## config.mk

```make
export PLATFORM = sky130hd
export DESIGN_NAME = cbq_mac
export DESIGN_NICKNAME = d
export VERILOG_FILES = /design/src/rtl/cbq_pkg.sv /design/src/rtl/cbq_mac.sv
export SDC_FILE = /design/constraint.sdc
export NUM_CORES = 2
export LEC_CHECK = 0
export BUFFER_PORTS_ARGS = -buffer_cell sky130_fd_sc_hd__buf_4
export CELL_PAD_IN_SITES_DETAIL_PLACEMENT = 0
export CELL_PAD_IN_SITES_GLOBAL_PLACEMENT = 1
export CORE_MARGIN = 3
export CORE_UTILIZATION = 55
export DETAILED_ROUTE_END_ITERATION = 8
export MAX_ROUTING_LAYER = met4
export PLACE_DENSITY = 0.87
export SYNTH_ARGS = -nofsm -noshare
export SYNTH_HDL_FRONTEND = slang
export SYNTH_SLANG_ARGS = --single-unit
```

## constraint.sdc

```tcl
create_clock -name aclk -period 24.1 [get_ports aclk]
set_input_delay 2.41 -clock aclk [delete_from_list [all_inputs] [get_ports aclk]]
set_output_delay 2.41 -clock aclk [all_outputs]
set_load 0.01 [all_outputs]
```

## src/rtl/cbq_pkg.sv

```systemverilog
// cbq_pkg: constants, types and helpers shared by the cascaded biquad equalizer
// no dependencies
`default_nettype none
package cbq_pkg;
    localparam int NUM_BANDS   = 8;
    localparam int COEF_FRAC   = 20;
    localparam int GAIN_FRAC   = 14;
    localparam int NUM_SLOTS   = 5;
    localparam int COEF_DEPTH  = NUM_BANDS * NUM_SLOTS;
    localparam int DELAY_DEPTH = NUM_BANDS * 4;
    localparam int CA_W        = $clog2(COEF_DEPTH);
    localparam int DA_W        = $clog2(DELAY_DEPTH);
    localparam int BAND_W      = $clog2(NUM_BANDS + 1);
    localparam logic [31:0] IDENTITY_B0 = 32'h0010_0000;
    localparam logic signed [23:0] SAT24_MAX = 24'sh7FFFFF;
    localparam logic signed [23:0] SAT24_MIN = -24'sh800000;

    localparam logic [2:0] SLOT_A1 = 3'd0;
    localparam logic [2:0] SLOT_A2 = 3'd1;
    localparam logic [2:0] SLOT_B0 = 3'd2;
    localparam logic [2:0] SLOT_B1 = 3'd3;
    localparam logic [2:0] SLOT_B2 = 3'd4;

    localparam logic [1:0] CFG_EQ_ON  = 2'd0;
    localparam logic [1:0] CFG_GAIN   = 2'd1;
    localparam logic [1:0] CFG_BANDS  = 2'd2;

    localparam logic OP_SAMPLE = 1'b0;
    localparam logic OP_COEF   = 1'b1;

    typedef struct packed {
        logic       op;
        logic       channel;
        logic [23:0] sample_in;
        logic [2:0] band;
        logic [2:0] coef_slot;
        logic [31:0] coef_value;
    } item_t;

    function automatic logic [23:0] sat24(input logic [31:0] v);
        logic signed [31:0] s;
        begin
            s = v;
            if (s > 32'(SAT24_MAX)) sat24 = SAT24_MAX;
            else if (s < 32'(SAT24_MIN)) sat24 = SAT24_MIN;
            else sat24 = v[23:0];
        end
    endfunction
endpackage
`default_nettype wire

```

## src/rtl/cbq_mac.sv

```systemverilog
// cbq_mac: registered 32x32 signed multiply, 64-bit product
// depends on cbq_pkg
`default_nettype none
module cbq_mac
    import cbq_pkg::*;
(
    input  wire logic        aclk,
    input  wire logic [31:0] a,
    input  wire logic [31:0] b,
    output logic [63:0]      p_reg
);
    logic signed [63:0] p_next;
    // operands widen to 64 bits with sign before the multiply
    assign p_next = $signed(a) * $signed(b);
    always_ff @(posedge aclk) begin
        p_reg <= p_next;
    end
endmodule
`default_nettype wire

```

# Yosys cells after proc, flatten, opt, wreduce, memory -nomap -nowiden

Index checks and enable logic that the tools add are counted.
Widths: inputs -> output; s select.

Shift-type cells: 0
$add $sub $neg: 0
Bitwise gates (word level): 0
Div/mod/pow operators: 0
$lt $le $gt $ge: 0
Equal/unequal tests: 0
Multiply operators: 1
Mux-type cells: 0
Reduce and logical (&&, ||, !) cells: 0

Operators with widths:

| cell           | number |
|---|---|
| $mul 32x32->64 | 1 |

Memory bits (writable): 0
Register bits after elaboration: 64
Latch bits: 0
ROM bits: 0
Input port bits: 65
Memories: 0

# Logic depth before layout (Yosys ltp)

Word-level depth: 1
Mapped depth: 28
Mapped depth without buffers: 26

# Least setup slack after synthesis

No wires, ideal clock.

Path kind: input port to flip-flop
From: input b[2]
To: register p_reg[63]
Buffers on the path: 2
Data arrival time: 9.633 ns
Cell stages on the path: 25
Setup slack: 14.347 ns
Library setup time: 0.121 ns
Cells stage by stage: clkbuf_1 -> nand2_1 -> inv_1 -> fa_1 -> fa_1 -> fa_1 -> fa_1 -> inv_1 -> fa_1 -> inv_1 -> fa_1 -> inv_1 -> fa_1 -> inv_1 -> fa_1 -> ha_1 -> clkbuf_1 -> nand4_1 -> or3_1 -> o21ai_0 -> a211oi_2 -> o32ai_1 -> nor2_1 -> a31o_2 -> xnor2_1

Longest elaborated chain between the ends: 1

Ends and longest elaborated chain:

| element              | RTL line      | source |
|---|---|---|
| start, declared      | cbq_mac.sv:9  | `input wire logic [31:0] b,` |
| $mul 32x32->64       | cbq_mac.sv:14 | `assign p_next = $signed(a) * $signed(b);` |
| named net p_next[63] | cbq_mac.sv:12 | `logic signed [63:0] p_next;` |
| end signal, assigned | cbq_mac.sv:16 | `p_reg <= p_next;` |
| end, declared        | cbq_mac.sv:10 | `output logic [63:0] p_reg` |

The timed path passes the listed nets, and every way through them passes these cells.

# Final worst setup path

From: input b[5]
To: register p_reg[63]

The elaborated chain is that of the path after synthesis.

==> flow_summary.yaml <==
status:
  status: "finished clean"
worst_setup_path:
  crit_type: "input port to flip-flop"
  cp-start-kind: "input port"
  crit_cells: 26
  crit_top_cell: "fa_1"
  worstPathArrival_ns: 10.42
  critPathMaxFanout: 32
  cpMaxStageDelayCell: "fa_1"
  cp_top_family: "adder cells"
  end_kind: "flip-flop"
  required_ns: 24.32
  crit_path_end: "p_reg[63]"
  critPathLaunch: "b[5]"
  worst-path-buf-inv: 8
  slowest_delay_ns: 0.83
timing:
  worst_pin_slew_ns: 0.683
  maxSlewViolCount: 0
  rsz0062_at_grt: "false"
  fin_ws_ns: 13.90
  finalSetupViolCount: 0
  fin_setup_tns_ns: 0
  hold_violations: 0
  slew_headroom_pct: 54.4
  finalCritPeriodShare_pct: 42.3
  timing.fmax_mhz: 98.0
  layout_min_cycle_time_ns: 10.20
global_route:
  grt_max_degree: 33
  grt_pass1_wl_um: 153000
  antenna_found_initial: 3
  gr-usage-all-layers_pct: 28.6
  overflow: 0
  grt_pass1_vias: 28300
synth:
  async_flop_share_pct: 0
  syn_nets: 5280
  syn_avg_cell_area_um2: 9.53
  synth_edf_count: 0
  synth.area.top_cells: "fa_1, inv_1, and2_1, ha_1, nand2_1"
  ys_seq_elements: 64
  synth.cell_area_um2: 37600
  synth_top_area_cell: "fa_1"
  synth_top_area_share_pct: 57.6
  ys.flop_type: "dfxtp_1"
  seq_area_frac_synth_pct: 3.40
  ys_types: 70
  yosys_warnings: 0
  synthCells: 3949
clocking:
  path_clk_slew_ns: 0.06
  htree_levels: 3
  post_cts_hold_buffer_count: 0
  cts.sinks: 64
  post_cts_buffers: 0
  root_buffer: "clkbuf_16"
  numCtsBuffers: 9
  cts_tree: "yes"
  cts_max_path_buffers: 2
  cts-resized-gates: 0
final_layout:
  design_area_um2: 39200
  instances_no_fill: 4757
  fin_nets: 5207
  final_common_cell: "fa_1"
  nFillCells: 5942
  largest_register_ff_count: 64
  area_growth_pct: 4.18
  mostFrequentLayoutCells: "fa_1, inv_1, nand2_1, and2_1, ha_1"
  drive_gt1_share_pct: 4.72
placed_design:
  gp_congestion: 0.912
  io_buffers: 128
  dp_hpwl_um: 77700
  pre_cts_ws_ns: 13.53
  placed_area_um2: 38900
  dp_cells: 4738
hold_path:
  hold_class: "input port to flip-flop"
drt:
  drcViolationCount: 0
  route.met3.wl_um: 4470
  wl_met2_um: 47100
  avgRoutedWirePerCell_um: 19.5
  drtIter0Drc: 1303
  num_vias: 25500
  routed_wl_um: 92700
  top_layer_used: "met4"
  ant_nets: 0
  drt_pass1_iterations: 6
  avgViaCountPerCell: 5.37
  met1Wirelength_um: 36600
job:
  max-cap-violations: 0
floorplan:
  row_count: 95
  start_util_pct: 55.7
  ios: 129
  dieWidth_um: 268
  die-area_um2: 71600
  core_um2: 67500
  die_h_um: 268
==> final cells by class <==
cell class	count	area [µm²]	share of cell area (%)
multi-input combinational	2722	32000	81.5
inverter	949	3560	9.08
sequential	64	1280	3.27
tap	873	1090	2.79
timing repair buffer	130	976	2.49
clock buffer	11	243	0.619
clock inverter	5	80.1	0.204
antenna	3	7.51	0.0191
==> stage by stage <==
stage	hold WS [ns]	utilization (%)
6_report	2.53	58.1
5_1_grt	2.53	58.1
2_1_floorplan	2.54	-
3_3_place_gp	2.80	57.6
3_5_place_dp	2.80	57.6
4_1_cts	2.53	58.1
==> cell families (layout without fill, tap and decap cells) <==
| kind of cell | count (synthesis) | after routing | synth area share, % |
|---|---|---|---|
| compound gates | 204 | 204 | 3.84 |
| simple gates | 1178 | 1178 | 15.7 |
| other cells | 0 | 3 | 0 |
| fa+ha+maj | 1266 | 1266 | 63.7 |
| buf+inv | 1163 | 1095 | 11.7 |
| xor+xnor | 74 | 74 | 1.72 |
| flops | 64 | 64 | 3.40 |
==> cells in the mapped netlist (all sizes together), types with 22 or more instances <==
master	n
fa	1082
inv	949
nand2	526
and2	514
clkbuf	201
ha	184
a21oi	68
dfxtp	64
nor2	61
xnor2	52
o21ai	42
a21o	33
xor2	22
==> per-layer routing <==
metal / up-vias / global-route usage (%)
met4: 0 / 11.6
met3: 190 / 3.30
li1: 11100 / -
met1: 13600 / 35.9
met2: 691 / 47.8
met5: - / -
==> worst min-delay path by stage <==
stage / start / endpoint / slack [ns] / cells after the start
2_1_floorplan: b[0] / p_reg[0] / 2.54 / 1
3_3_place_gp: p_reg[33] / p_reg[33] / 2.80 / 1
3_5_place_dp: p_reg[13] / p_reg[13] / 2.80 / 1
4_1_cts: b[0] / p_reg[0] / 2.53 / 2
5_1_grt: b[0] / p_reg[0] / 2.53 / 2
6_report: b[0] / p_reg[0] / 2.53 / 2
Power is left out: the tool's default activity adds up to more than one toggle a clock period on the data nets, which glitch-free logic cannot reach.
